==> config.mk <==
export PLATFORM = sky130hd
export DESIGN_NAME = weighted_random_picker_top
export DESIGN_NICKNAME = d
export VERILOG_FILES = /design/src/wrp_pkg.sv /design/src/weighted_random_picker_top.sv /design/src/wrp_store.sv /design/src/wrp_alu.sv /design/src/wrp_ctrl.sv
export SDC_FILE = /design/constraint.sdc
export NUM_CORES = 2
export LEC_CHECK = 0
export BUFFER_PORTS_ARGS = -buffer_cell sky130_fd_sc_hd__buf_2
export CAP_MARGIN = 10
export CORE_UTILIZATION = 47
export DETAILED_ROUTE_END_ITERATION = 7
export PLACE_DENSITY = 0.66
export SETUP_SLACK_MARGIN = 0.15
export SYNTH_ARGS = -nofsm -noshare
export SYNTH_HDL_FRONTEND = slang
export SYNTH_SLANG_ARGS = --single-unit
==> constraint.sdc <==
create_clock -name clk -period 7.3 [get_ports clk]
set_input_delay 0.73 -clock clk [delete_from_list [all_inputs] [get_ports clk]]
set_output_delay 0.73 -clock clk [all_outputs]
set_load 0.02 [all_outputs]
==> src/wrp_pkg.sv <==
// shared types and constants of the weighted random picker
package wrp_pkg;

	localparam int REQ_W    = 2;
	localparam int STATUS_W = 3;

	// request kinds
	typedef enum logic [REQ_W-1:0] {
		REQ_CLEAR  = 2'd0,
		REQ_ADD    = 2'd1,
		REQ_SELECT = 2'd2,
		REQ_REMOVE = 2'd3
	} req_t;

	// result status codes
	typedef enum logic [STATUS_W-1:0] {
		STAT_OK        = 3'd0,
		STAT_EMPTY     = 3'd1,
		STAT_DUP       = 3'd2,
		STAT_FULL      = 3'd3,
		STAT_BAD_INDEX = 3'd4
	} status_t;

	// sequencer states
	typedef enum logic [1:0] {
		S_IDLE = 2'd0,
		S_SCAN = 2'd1,
		S_FIN  = 2'd2
	} state_t;

	// shared arithmetic unit operations
	typedef enum logic {
		ALU_ADD = 1'b0,
		ALU_SUB = 1'b1
	} alu_op_t;

	// table memory strobes
	typedef struct packed {
		logic rd;
		logic wr;
	} mem_cmd_t;

endpackage

==> src/weighted_random_picker_top.sv <==
// weighted random picker: stream ports, table memory, sequencer and result register
// clear and rejected requests skip the table walk and go straight to the result register;
// add and select walk up to all N entries and remove from index to the end, N the entry count, one table read a cycle
// select stops issuing reads once the entry under the draw is found
// throughput: one item at a time, a new request is taken only once the result is loaded
// reset: arst_n empties the table, clears the weight total and the last pick
module weighted_random_picker_top #(
	parameter int MAX_ENTRIES = 32,
	parameter int WEIGHT_BITS = 16,
	parameter int KEY_BITS    = 32
) (
	input  logic clk,
	input  logic arst_n,
	input  logic s_tvalid,
	output logic s_tready,
	// entry_weight, entry_key, entry_index, random_value, avoid_valid, avoid_key
	input  logic [((2*KEY_BITS+2*WEIGHT_BITS+2*$clog2(MAX_ENTRIES)+1+7)/8)*8-1:0] s_tdata,
	// req_type
	input  logic [wrp_pkg::REQ_W-1:0] s_tuser,
	output logic m_tvalid,
	input  logic m_tready,
	// status, chosen_index, entry_count, weight_total
	output logic [((wrp_pkg::STATUS_W+2*$clog2(MAX_ENTRIES)+$clog2(MAX_ENTRIES+1)
		+WEIGHT_BITS+7)/8)*8-1:0] m_tdata
);
	import wrp_pkg::*;

	localparam int IDX_W  = $clog2(MAX_ENTRIES);
	localparam int CNT_W  = $clog2(MAX_ENTRIES + 1);
	localparam int TOT_W  = WEIGHT_BITS + IDX_W;
	localparam int DW     = KEY_BITS + WEIGHT_BITS;
	localparam int OUT_W  = STATUS_W + IDX_W + CNT_W + TOT_W;
	localparam int OUT_TW = ((OUT_W + 7) / 8) * 8;

	// input field offsets in s_tdata
	localparam int O_WEIGHT = 0;
	localparam int O_KEY    = O_WEIGHT + WEIGHT_BITS;
	localparam int O_INDEX  = O_KEY + KEY_BITS;
	localparam int O_RANDOM = O_INDEX + IDX_W;
	localparam int O_AVOIDV = O_RANDOM + TOT_W;
	localparam int O_AVOIDK = O_AVOIDV + 1;

	mem_cmd_t            mem_cmd;
	logic [IDX_W-1:0]    rd_addr, wr_addr;
	logic [DW-1:0]       wr_data, rd_data;
	alu_op_t             alu_op;
	logic [TOT_W-1:0]    alu_a, alu_res;
	logic [WEIGHT_BITS-1:0] alu_b;
	logic [KEY_BITS-1:0] alu_key_a, alu_key_b;
	logic                alu_borrow, alu_key_eq;
	logic                res_free, res_load;
	status_t             res_status;
	logic [IDX_W-1:0]    res_chosen;
	logic [CNT_W-1:0]    res_count;
	logic [TOT_W-1:0]    res_total;
	logic                m_tvalid_q;
	logic [OUT_W-1:0]    m_data_q;

	wrp_store #(
		.DEPTH (MAX_ENTRIES),
		.AW    (IDX_W),
		.DW    (DW)
	) u_store (
		.clk     (clk),
		.cmd     (mem_cmd),
		.rd_addr (rd_addr),
		.wr_addr (wr_addr),
		.wr_data (wr_data),
		.rd_data (rd_data)
	);

	wrp_alu #(
		.WEIGHT_BITS (WEIGHT_BITS),
		.KEY_BITS    (KEY_BITS),
		.TOT_W       (TOT_W)
	) u_alu (
		.op     (alu_op),
		.a      (alu_a),
		.b      (alu_b),
		.key_a  (alu_key_a),
		.key_b  (alu_key_b),
		.res    (alu_res),
		.borrow (alu_borrow),
		.key_eq (alu_key_eq)
	);

	wrp_ctrl #(
		.MAX_ENTRIES (MAX_ENTRIES),
		.WEIGHT_BITS (WEIGHT_BITS),
		.KEY_BITS    (KEY_BITS),
		.IDX_W       (IDX_W),
		.CNT_W       (CNT_W),
		.TOT_W       (TOT_W)
	) u_ctrl (
		.clk            (clk),
		.arst_n         (arst_n),
		.in_valid       (s_tvalid),
		.in_ready       (s_tready),
		.in_req         (req_t'(s_tuser)),
		.in_weight      (s_tdata[O_WEIGHT +: WEIGHT_BITS]),
		.in_key         (s_tdata[O_KEY +: KEY_BITS]),
		.in_index       (s_tdata[O_INDEX +: IDX_W]),
		.in_random      (s_tdata[O_RANDOM +: TOT_W]),
		.in_avoid_valid (s_tdata[O_AVOIDV]),
		.in_avoid_key   (s_tdata[O_AVOIDK +: KEY_BITS]),
		.mem_cmd        (mem_cmd),
		.rd_addr        (rd_addr),
		.wr_addr        (wr_addr),
		.wr_data        (wr_data),
		.rd_data        (rd_data),
		.alu_op         (alu_op),
		.alu_a          (alu_a),
		.alu_b          (alu_b),
		.alu_key_a      (alu_key_a),
		.alu_key_b      (alu_key_b),
		.alu_res        (alu_res),
		.alu_borrow     (alu_borrow),
		.alu_key_eq     (alu_key_eq),
		.res_free       (res_free),
		.res_load       (res_load),
		.res_status     (res_status),
		.res_chosen     (res_chosen),
		.res_count      (res_count),
		.res_total      (res_total)
	);

	// result register, free when empty or being taken
	assign res_free = !m_tvalid_q || m_tready;

	always_ff @(posedge clk or negedge arst_n) begin
		if (!arst_n) begin
			m_tvalid_q <= 1'b0;
		end else if (res_load) begin
			m_tvalid_q <= 1'b1;
		end else if (m_tready) begin
			m_tvalid_q <= 1'b0;
		end
	end

	always_ff @(posedge clk) begin
		if (res_load) begin
			m_data_q <= {res_total, res_count, res_chosen, res_status};
		end
	end

	assign m_tvalid = m_tvalid_q;
	assign m_tdata  = OUT_TW'(m_data_q);

endmodule

==> src/wrp_store.sv <==
// entry table memory holding key and weight, one write and one registered read port
module wrp_store #(
	parameter int DEPTH = 32,
	parameter int AW    = 5,
	parameter int DW    = 48
) (
	input  logic                clk,
	input  wrp_pkg::mem_cmd_t   cmd,
	input  logic [AW-1:0]       rd_addr,
	input  logic [AW-1:0]       wr_addr,
	input  logic [DW-1:0]       wr_data,
	output logic [DW-1:0]       rd_data
);
	import wrp_pkg::*;

	logic [DW-1:0] mem [DEPTH];
	logic [DW-1:0] rd_data_q;

	// write port
	always_ff @(posedge clk) begin
		if (cmd.wr) begin
			mem[wr_addr] <= wr_data;
		end
	end

	// registered read port
	always_ff @(posedge clk) begin
		if (cmd.rd) begin
			rd_data_q <= mem[rd_addr];
		end
	end

	assign rd_data = rd_data_q;

endmodule

==> src/wrp_alu.sv <==
// shared add/subtract unit with borrow and key equality compare
module wrp_alu #(
	parameter int WEIGHT_BITS = 16,
	parameter int KEY_BITS    = 32,
	parameter int TOT_W       = 21
) (
	input  wrp_pkg::alu_op_t       op,
	input  logic [TOT_W-1:0]       a,
	input  logic [WEIGHT_BITS-1:0] b,
	input  logic [KEY_BITS-1:0]    key_a,
	input  logic [KEY_BITS-1:0]    key_b,
	output logic [TOT_W-1:0]       res,
	output logic                   borrow,
	output logic                   key_eq
);
	import wrp_pkg::*;

	logic [TOT_W:0] a_ext;
	logic [TOT_W:0] b_ext;
	logic [TOT_W:0] sum;

	// one adder serves running total updates and the cumulative weight walk
	always_comb begin
		a_ext = {1'b0, a};
		b_ext = (TOT_W + 1)'(b);
		case (op)
			ALU_ADD: sum = a_ext + b_ext;
			ALU_SUB: sum = a_ext - b_ext;
			default: sum = a_ext - b_ext;
		endcase
	end

	assign res    = sum[TOT_W-1:0];
	assign borrow = sum[TOT_W];
	assign key_eq = (key_a == key_b);

endmodule

==> src/wrp_ctrl.sv <==
// request sequencer: walks the table one entry per cycle and updates the picker state
module wrp_ctrl #(
	parameter int MAX_ENTRIES = 32,
	parameter int WEIGHT_BITS = 16,
	parameter int KEY_BITS    = 32,
	parameter int IDX_W       = 5,
	parameter int CNT_W       = 6,
	parameter int TOT_W       = 21
) (
	input  logic                            clk,
	input  logic                            arst_n,
	// request side
	input  logic                            in_valid,
	output logic                            in_ready,
	input  wrp_pkg::req_t                   in_req,
	input  logic [WEIGHT_BITS-1:0]          in_weight,
	input  logic [KEY_BITS-1:0]             in_key,
	input  logic [IDX_W-1:0]                in_index,
	input  logic [TOT_W-1:0]                in_random,
	input  logic                            in_avoid_valid,
	input  logic [KEY_BITS-1:0]             in_avoid_key,
	// table memory
	output wrp_pkg::mem_cmd_t               mem_cmd,
	output logic [IDX_W-1:0]                rd_addr,
	output logic [IDX_W-1:0]                wr_addr,
	output logic [KEY_BITS+WEIGHT_BITS-1:0] wr_data,
	input  logic [KEY_BITS+WEIGHT_BITS-1:0] rd_data,
	// shared arithmetic unit
	output wrp_pkg::alu_op_t                alu_op,
	output logic [TOT_W-1:0]                alu_a,
	output logic [WEIGHT_BITS-1:0]          alu_b,
	output logic [KEY_BITS-1:0]             alu_key_a,
	output logic [KEY_BITS-1:0]             alu_key_b,
	input  logic [TOT_W-1:0]                alu_res,
	input  logic                            alu_borrow,
	input  logic                            alu_key_eq,
	// result side
	input  logic                            res_free,
	output logic                            res_load,
	output wrp_pkg::status_t                res_status,
	output logic [IDX_W-1:0]                res_chosen,
	output logic [CNT_W-1:0]                res_count,
	output logic [TOT_W-1:0]                res_total
);
	import wrp_pkg::*;

	state_t                  state_q, state_d;
	req_t                    req_q;
	status_t                 status_q;
	status_t                 acc_status;
	logic [WEIGHT_BITS-1:0]  weight_q;
	logic [KEY_BITS-1:0]     key_q;
	logic [IDX_W-1:0]        idx_q;
	logic [TOT_W-1:0]        r_q;
	logic                    avoid_q;
	logic [KEY_BITS-1:0]     avoid_key_q;
	logic                    dup_q;
	logic                    found_q;
	logic [IDX_W-1:0]        pick_q;
	logic [KEY_BITS-1:0]     pkey_q;
	logic [CNT_W-1:0]        rd_q;
	logic                    dv_q;
	logic [IDX_W-1:0]        di_q;
	logic [CNT_W-1:0]        count_q;
	logic [TOT_W-1:0]        total_q;
	logic [IDX_W-1:0]        lp_q;
	logic                    lpv_q;

	logic                    rd_en;
	logic [WEIGHT_BITS-1:0]  d_w;
	logic [KEY_BITS-1:0]     d_key;
	logic                    step1, step2;
	logic [IDX_W-1:0]        pick1, pick2;
	logic [CNT_W-1:0]        cnt_fin;
	logic [TOT_W-1:0]        tot_fin;
	logic [IDX_W-1:0]        lp_fin;
	logic                    lpv_fin;
	logic                    entry_ok;

	// next entry with wrap to the first one
	function automatic logic [IDX_W-1:0] next_idx(input logic [IDX_W-1:0] i,
			input logic [CNT_W-1:0] n);
		logic [CNT_W-1:0] j;
		j = CNT_W'(i) + CNT_W'(1);
		return (j >= n) ? '0 : j[IDX_W-1:0];
	endfunction

	assign d_w   = rd_data[WEIGHT_BITS-1:0];
	assign d_key = rd_data[KEY_BITS+WEIGHT_BITS-1:WEIGHT_BITS];

	assign in_ready = (state_q == S_IDLE);
	assign rd_addr  = rd_q[IDX_W-1:0];
	assign entry_ok = (status_q == STAT_OK);

	// read issue: walk up to the fill count, stop early once a select hits
	assign rd_en = (state_q == S_SCAN) && (rd_q < count_q) &&
		!((req_q == REQ_SELECT) && found_q);

	// up-front checks that need no table walk
	always_comb begin
		acc_status = STAT_OK;
		case (in_req)
			REQ_ADD: begin
				if (count_q >= CNT_W'(MAX_ENTRIES)) acc_status = STAT_FULL;
			end
			REQ_SELECT: begin
				if (count_q == '0) acc_status = STAT_EMPTY;
			end
			REQ_REMOVE: begin
				if (CNT_W'(in_index) >= count_q) acc_status = STAT_BAD_INDEX;
			end
			default: acc_status = STAT_OK;
		endcase
	end

	// step past the last pick or the avoided key
	always_comb begin
		step1 = (count_q > CNT_W'(1)) &&
			((lpv_q && (lp_q == pick_q)) || (avoid_q && alu_key_eq));
		pick1 = step1 ? next_idx(pick_q, count_q) : pick_q;
		step2 = (count_q > CNT_W'(2)) && lpv_q && (lp_q == pick1);
		pick2 = step2 ? next_idx(pick1, count_q) : pick1;
	end

	// next state
	always_comb begin
		state_d = state_q;
		case (state_q)
			S_IDLE: begin
				if (in_valid) begin
					if ((in_req != REQ_CLEAR) && (acc_status == STAT_OK)) state_d = S_SCAN;
					else state_d = S_FIN;
				end
			end
			S_SCAN: begin
				if (!rd_en && !dv_q) state_d = S_FIN;
			end
			S_FIN: begin
				if (res_free) state_d = S_IDLE;
			end
			default: state_d = S_IDLE;
		endcase
	end

	// outputs of the sequencer
	always_comb begin
		mem_cmd     = '0;
		mem_cmd.rd  = rd_en;
		wr_addr     = count_q[IDX_W-1:0];
		wr_data     = {key_q, weight_q};
		alu_op      = ALU_SUB;
		alu_a       = (req_q == REQ_SELECT) ? r_q : total_q;
		alu_b       = d_w;
		alu_key_a   = d_key;
		alu_key_b   = key_q;
		res_load    = 1'b0;
		res_status  = status_q;
		res_chosen  = '0;
		cnt_fin     = count_q;
		tot_fin     = total_q;
		lp_fin      = lp_q;
		lpv_fin     = lpv_q;
		case (state_q)
			S_SCAN: begin
				// remove shifts each later entry down by one
				if (dv_q && (req_q == REQ_REMOVE) && (di_q != idx_q)) begin
					mem_cmd.wr = 1'b1;
					wr_addr    = di_q - IDX_W'(1);
					wr_data    = rd_data;
				end
			end
			S_FIN: begin
				alu_op    = ALU_ADD;
				alu_a     = total_q;
				alu_b     = weight_q;
				alu_key_a = pkey_q;
				alu_key_b = avoid_key_q;
				res_load  = res_free;
				case (req_q)
					REQ_CLEAR: begin
						cnt_fin = '0;
						tot_fin = '0;
						lpv_fin = 1'b0;
					end
					REQ_ADD: begin
						if (entry_ok && dup_q) begin
							res_status = STAT_DUP;
						end else if (entry_ok) begin
							mem_cmd.wr = res_free;
							cnt_fin    = count_q + CNT_W'(1);
							tot_fin    = alu_res;
						end
					end
					REQ_SELECT: begin
						if (entry_ok) begin
							lp_fin     = pick2;
							lpv_fin    = 1'b1;
							res_chosen = pick2;
						end
					end
					REQ_REMOVE: begin
						if (entry_ok) begin
							cnt_fin = count_q - CNT_W'(1);
							if (lpv_q && (lp_q >= idx_q)) begin
								if (lp_q == '0) lpv_fin = 1'b0;
								else lp_fin = lp_q - IDX_W'(1);
							end
						end
					end
					default: res_status = status_q;
				endcase
			end
			default: res_load = 1'b0;
		endcase
	end

	assign res_count = cnt_fin;
	assign res_total = tot_fin;

	// control state
	always_ff @(posedge clk or negedge arst_n) begin
		if (!arst_n) begin
			state_q <= S_IDLE;
			count_q <= '0;
			total_q <= '0;
			lp_q    <= '0;
			lpv_q   <= 1'b0;
			dv_q    <= 1'b0;
		end else begin
			state_q <= state_d;
			dv_q    <= rd_en;
			if (res_load) begin
				count_q <= cnt_fin;
				total_q <= tot_fin;
				lp_q    <= lp_fin;
				lpv_q   <= lpv_fin;
			end else if ((state_q == S_SCAN) && dv_q && (req_q == REQ_REMOVE) &&
					(di_q == idx_q)) begin
				total_q <= alu_res;
			end
		end
	end

	// request fields and walk registers
	always_ff @(posedge clk) begin
		if ((state_q == S_IDLE) && in_valid) begin
			req_q       <= in_req;
			status_q    <= acc_status;
			weight_q    <= in_weight;
			key_q       <= in_key;
			idx_q       <= in_index;
			r_q         <= in_random;
			avoid_q     <= in_avoid_valid;
			avoid_key_q <= in_avoid_key;
			dup_q       <= 1'b0;
			found_q     <= 1'b0;
			rd_q        <= (in_req == REQ_REMOVE) ? CNT_W'(in_index) : '0;
		end else if (state_q == S_SCAN) begin
			di_q <= rd_q[IDX_W-1:0];
			if (rd_en) rd_q <= rd_q + CNT_W'(1);
			if (dv_q) begin
				case (req_q)
					REQ_ADD: begin
						if (alu_key_eq) dup_q <= 1'b1;
					end
					REQ_SELECT: begin
						// keep the latest entry so a miss clamps to the last one
						if (!found_q) begin
							pick_q <= di_q;
							pkey_q <= d_key;
							if (alu_borrow) found_q <= 1'b1;
							else r_q <= alu_res;
						end
					end
					default: dup_q <= dup_q;
				endcase
			end
		end
	end

endmodule
==> out/qor.csv <==
stage;metric;value;unit
route;met3 wire length;14.7;mm
synth;Seq/Total Area, Yosys;73.8;%
global_route;vias in the first global route;38787;
cells_and_area;fin util;53.5;%
global_route;global-route wire length before repair;266;mm
power;Cell Int Power;16.3;mW
clock_tree;clock root cell;clkbuf_16;
global_route;gr ovfl total;0;
timing;Rel. slew slack;12.0;%
clock_tree;CTS tree;yes;
place;Post-DP Area;77400;sq um
clock_tree;clock sink count;1818;
setup_path;CP Capture Type;flop;
power;cell area power density;242;nW/um^2
timing;Slew @ Worst Pin;1320;ps
timing;period utilisation layout;80.5;%
clock_tree;htree depth;4;
clock_tree;Setup Buffers After CTS;0;
timing;fin. max-slew vios;0;
floorplanning;Initial Util;47.6;%
floorplanning;core area;155000;sq um
clock_tree;post_cts resized;0;
synth;synthesized instance count;4240;
cells_and_area;Final #Nets;4605;
place;GPL Wtd Cong;0.850;
floorplanning;die height;398;um
global_route;gr usage total;23.3;%
flow_run;Max-Cap Viols;0;
setup_path;Worst EP required;7760;ps
clock_tree;cts hold-fix bufs;0;
power;Peak supply drop;0.000245;V
synth;Post-synth EDFFs;1779;
route;total number of vias;39796;
synth;Area contributors post-synth;edfxtp_1 72%, mux4_2 5.9%, mux2i_1 4.2%;
timing;FMAX;170;MHz
timing;final worst path period need;5880;ps
floorplanning;row cnt;144;
cells_and_area;Area Growth Syn to Fin;12.5;%
timing;hold slack;93.0;ps
setup_path;Worst path slowest cell;nor3_1;
route;top sig layer;met4;
place;HPWL after detailed placement;97.5;mm
route;final WL;186;mm
route;routed len/inst;28.1;um
synth;dominant synthesized flop cell;edfxtp_1;
power;Logic pwr share;0.3;%
synth;cell taking the most area after synthesis;edfxtp_1;
synth;Synth cell types;70;
timing;setup ws final;1420;ps
clock_tree;Worst-path clk slew;60;ps
synth;Syn. warnings;0;
place;number of port buffers;149;
setup_path;worst-path maximum fanout;21;
timing;final setup vio count;0;
route;antenna-violating nets left;0;
cells_and_area;fill cell total of the finished layout;12106;
global_route;number of antenna violations at the first check in global routing;5;
cells_and_area;share of post-route cells with drive strength above 1;19.4;%
clock_tree;Num CTS Buffers;173;
power;Clk pwr share;43.6;%
route;Via density;6.03;
synth;Yosys reg bits;1818;
setup_path;Worst setup SP type;flop;
route;Met1 Wirelength;74.5;mm
floorplanning;die area;158000;sq um
synth;Mapped Area;73700;sq um
power;Leak;27.3;nW
synth;Mapped Avg Cell Area;17.4;sq um
global_route;largest net degree at the start of global routing;141;
place;pre-CTS worst setup slack;1420;ps
power;sw frac;19.0;%
setup_path;critical-path cell list;inv_1 > ha_2 > mux2i_1 > ha_1 > o2111ai_1 > nor3_1 > or2_2 > mux2i_1 > ha_1 > and3_1 > a21oi_1 > o21ai_0 > a31o_2 > and2_1 > o31ai_1 > o211a_1 > o21bai_1 > a21oi_1 > xnor2_1 > o41ai_4 > buf_4;
setup_path;Worst EP arrival;6330;ps
synth;Synth async-reset ratio;2.04;%
synth;top-area cell type share of the netlist area;72.5;%
min_path;HP Class;primary input to asynchronous set/reset pin;
timing;RSZ-0062 raised after global routing;false;
timing;setup_tns;0;ps
route;routed wl met2;91.8;mm
timing;Setup Skew;20.8;ps
clock_tree;Clk Latency, worst-skew pair;800;ps
timing;final hold viol count;0;
setup_path;Crit path largest cell delay;530;ps
power;Psw;3.82;mW
floorplanning;die width;398;um
setup_path;crit path kind;flop to flop;
power;Seq pwr share;56.2;%
cells_and_area;cell area after layout;82900;sq um
route;Remaining DRCs;0;
route;DR iter-0 viols;4613;
clock_tree;clock buffer depth;3;
status;status;finished clean;
route;TritonRoute pass-1 iters;5;
floorplanning;IO Pins;160;
[power by group through the flow]
stage / clock (mW) / combinational (mW) / sequential (mW)
finish: 8.75 / 0.0552 / 11.3
global route: 9.23 / 0.0588 / 11.3
CTS: 8.87 / 0.0563 / 11.3
detailed placement: 0 / 0.0555 / 11.5
global placement: 0 / 0.0554 / 11.5
floorplan: 0 / 0.00735 / 11.5
[cells in the final DEF, fill, tap and decap left out, drive strengths merged, types with 31 or more instances in the layout]
cell and count:
a21oi 197, nand2 338, edfxtp 1779, dfrtp 37, inv 46, mux4 192
o221ai 146, clkinv 70, clkbuf 208, buf 230, mux2 172, nor3 31
o21ai 234, ha 62, o22ai 52, nor2 84, mux2i 312, xnor2 72
xor2 42
[path summary, 6_finish.rpt]
path,startpoint,endpoint,slack [ps],cells past startpoint
worst min register to register,u_store.rd_data[41],u_ctrl.pkey_q[25],500,0
worst max-delay path,u_ctrl.state_q[0],u_ctrl.r_q[4],1420,21
worst max register to register,u_ctrl.state_q[0],u_ctrl.r_q[4],1420,21
max in group asynchronous,arst_n,u_ctrl.lp_q[0],6600,1
min in group clk,s_tdata[89],u_ctrl.avoid_key_q[14],110,1
worst min-delay path,arst_n,u_ctrl.total_q[0],90,1
[cell usage after synthesis, types with 5 or more instances]
cell type	instances
buf_4	5
dfrtp_1	37
nand2b_1	19
o221ai_1	146
xnor2_1	72
nand3_1	22
buf_1	57
o21ai_1	19
a22o_1	26
nor3_1	31
mux2i_1	312
nor2_1	84
a21oi_1	196
and3_1	11
a31oi_1	11
a21o_1	10
xor2_1	42
edfxtp_1	1779
o21a_1	7
o22ai_1	51
mux4_2	192
nor3b_1	9
nand2_1	337
mux2_2	170
inv_1	38
a211oi_1	5
and2_1	9
nor4_1	12
ha_1	62
nor2b_1	9
or3_1	8
o21ai_0	213
nand4_1	17
clkbuf_1	160
[area by class of cell]
cell class                 count  area (sq um)  share of cell area [%]
timing repair buffer         230          1720                    2.07
clock inverter               101           900                    1.09
inverter                      39           149                   0.180
multi-input combinational   2162         18600                    22.5
tap                         2044          2560                    3.09
clock buffer                 208          4560                    5.50
sequential                  1818         54400                    65.6
antenna                        2          5.00                 0.00604
[flip-flops by register name, summed over array words and instances (netlist names), 2 cells and up]
signal / flops
m_data_q: 35
u_ctrl.pick_q: 5
u_ctrl.total_q: 21
u_ctrl.rd_q: 6
u_ctrl.count_q: 6
u_ctrl.avoid_key_q: 32
u_ctrl.status_q: 3
u_ctrl.idx_q: 5
u_ctrl.req_q: 2
u_store.mem: 1536
u_ctrl.state_q: 2
u_ctrl.lp_q: 5
u_ctrl.key_q: 32
u_ctrl.r_q: 21
u_store.rd_data: 48
u_ctrl.di_q: 5
u_ctrl.weight_q: 16
u_ctrl.pkey_q: 32
[kinds of logic (layout without fill, tap and decap cells)]
logic type	Yosys count	count (layout)	share of synthesized area (%)
multiplexers	676	676	12.7
XOR/XNOR	114	114	1.35
adder cells (fa/ha/maj)	63	63	1.08
other	1	7	0.00509
buffers and inverters	264	578	1.38
AO/OA/AOI/OAI	726	726	6.20
AND/OR/NAND/NOR	578	578	3.44
flip-flops	1818	1818	73.8
[worst max-delay path, delay by kind of cell (launching register included)]
| kind | cells | cell delay, ps |
|---|---|---|
| DFF | 1 | 380 |
| buffers and inverters | 2 | 470 |
| adders and majority gates | 3 | 990 |
| AOI/OAI and AO/OA | 9 | 1860 |
| xor gates and xnor gates | 1 | 130 |
| muxes | 2 | 520 |
| and+or+nand+nor | 4 | 1180 |
[through the flow]
step	std cells	total power [mW]
final	6604	20.1
after global routing	6604	20.6
after CTS	6602	20.2
after detailed placement	6293	11.6
after global placement	6293	11.6
after floorplan	4244	11.5
[layer usage]
metal	track usage, %	vias up
li1	-	17307
met1	31.3	20502
met2	39.0	1738
met3	4.21	249
met4	6.51	0
met5	0	-
Note: power is estimated with default switching activity, not from simulation.
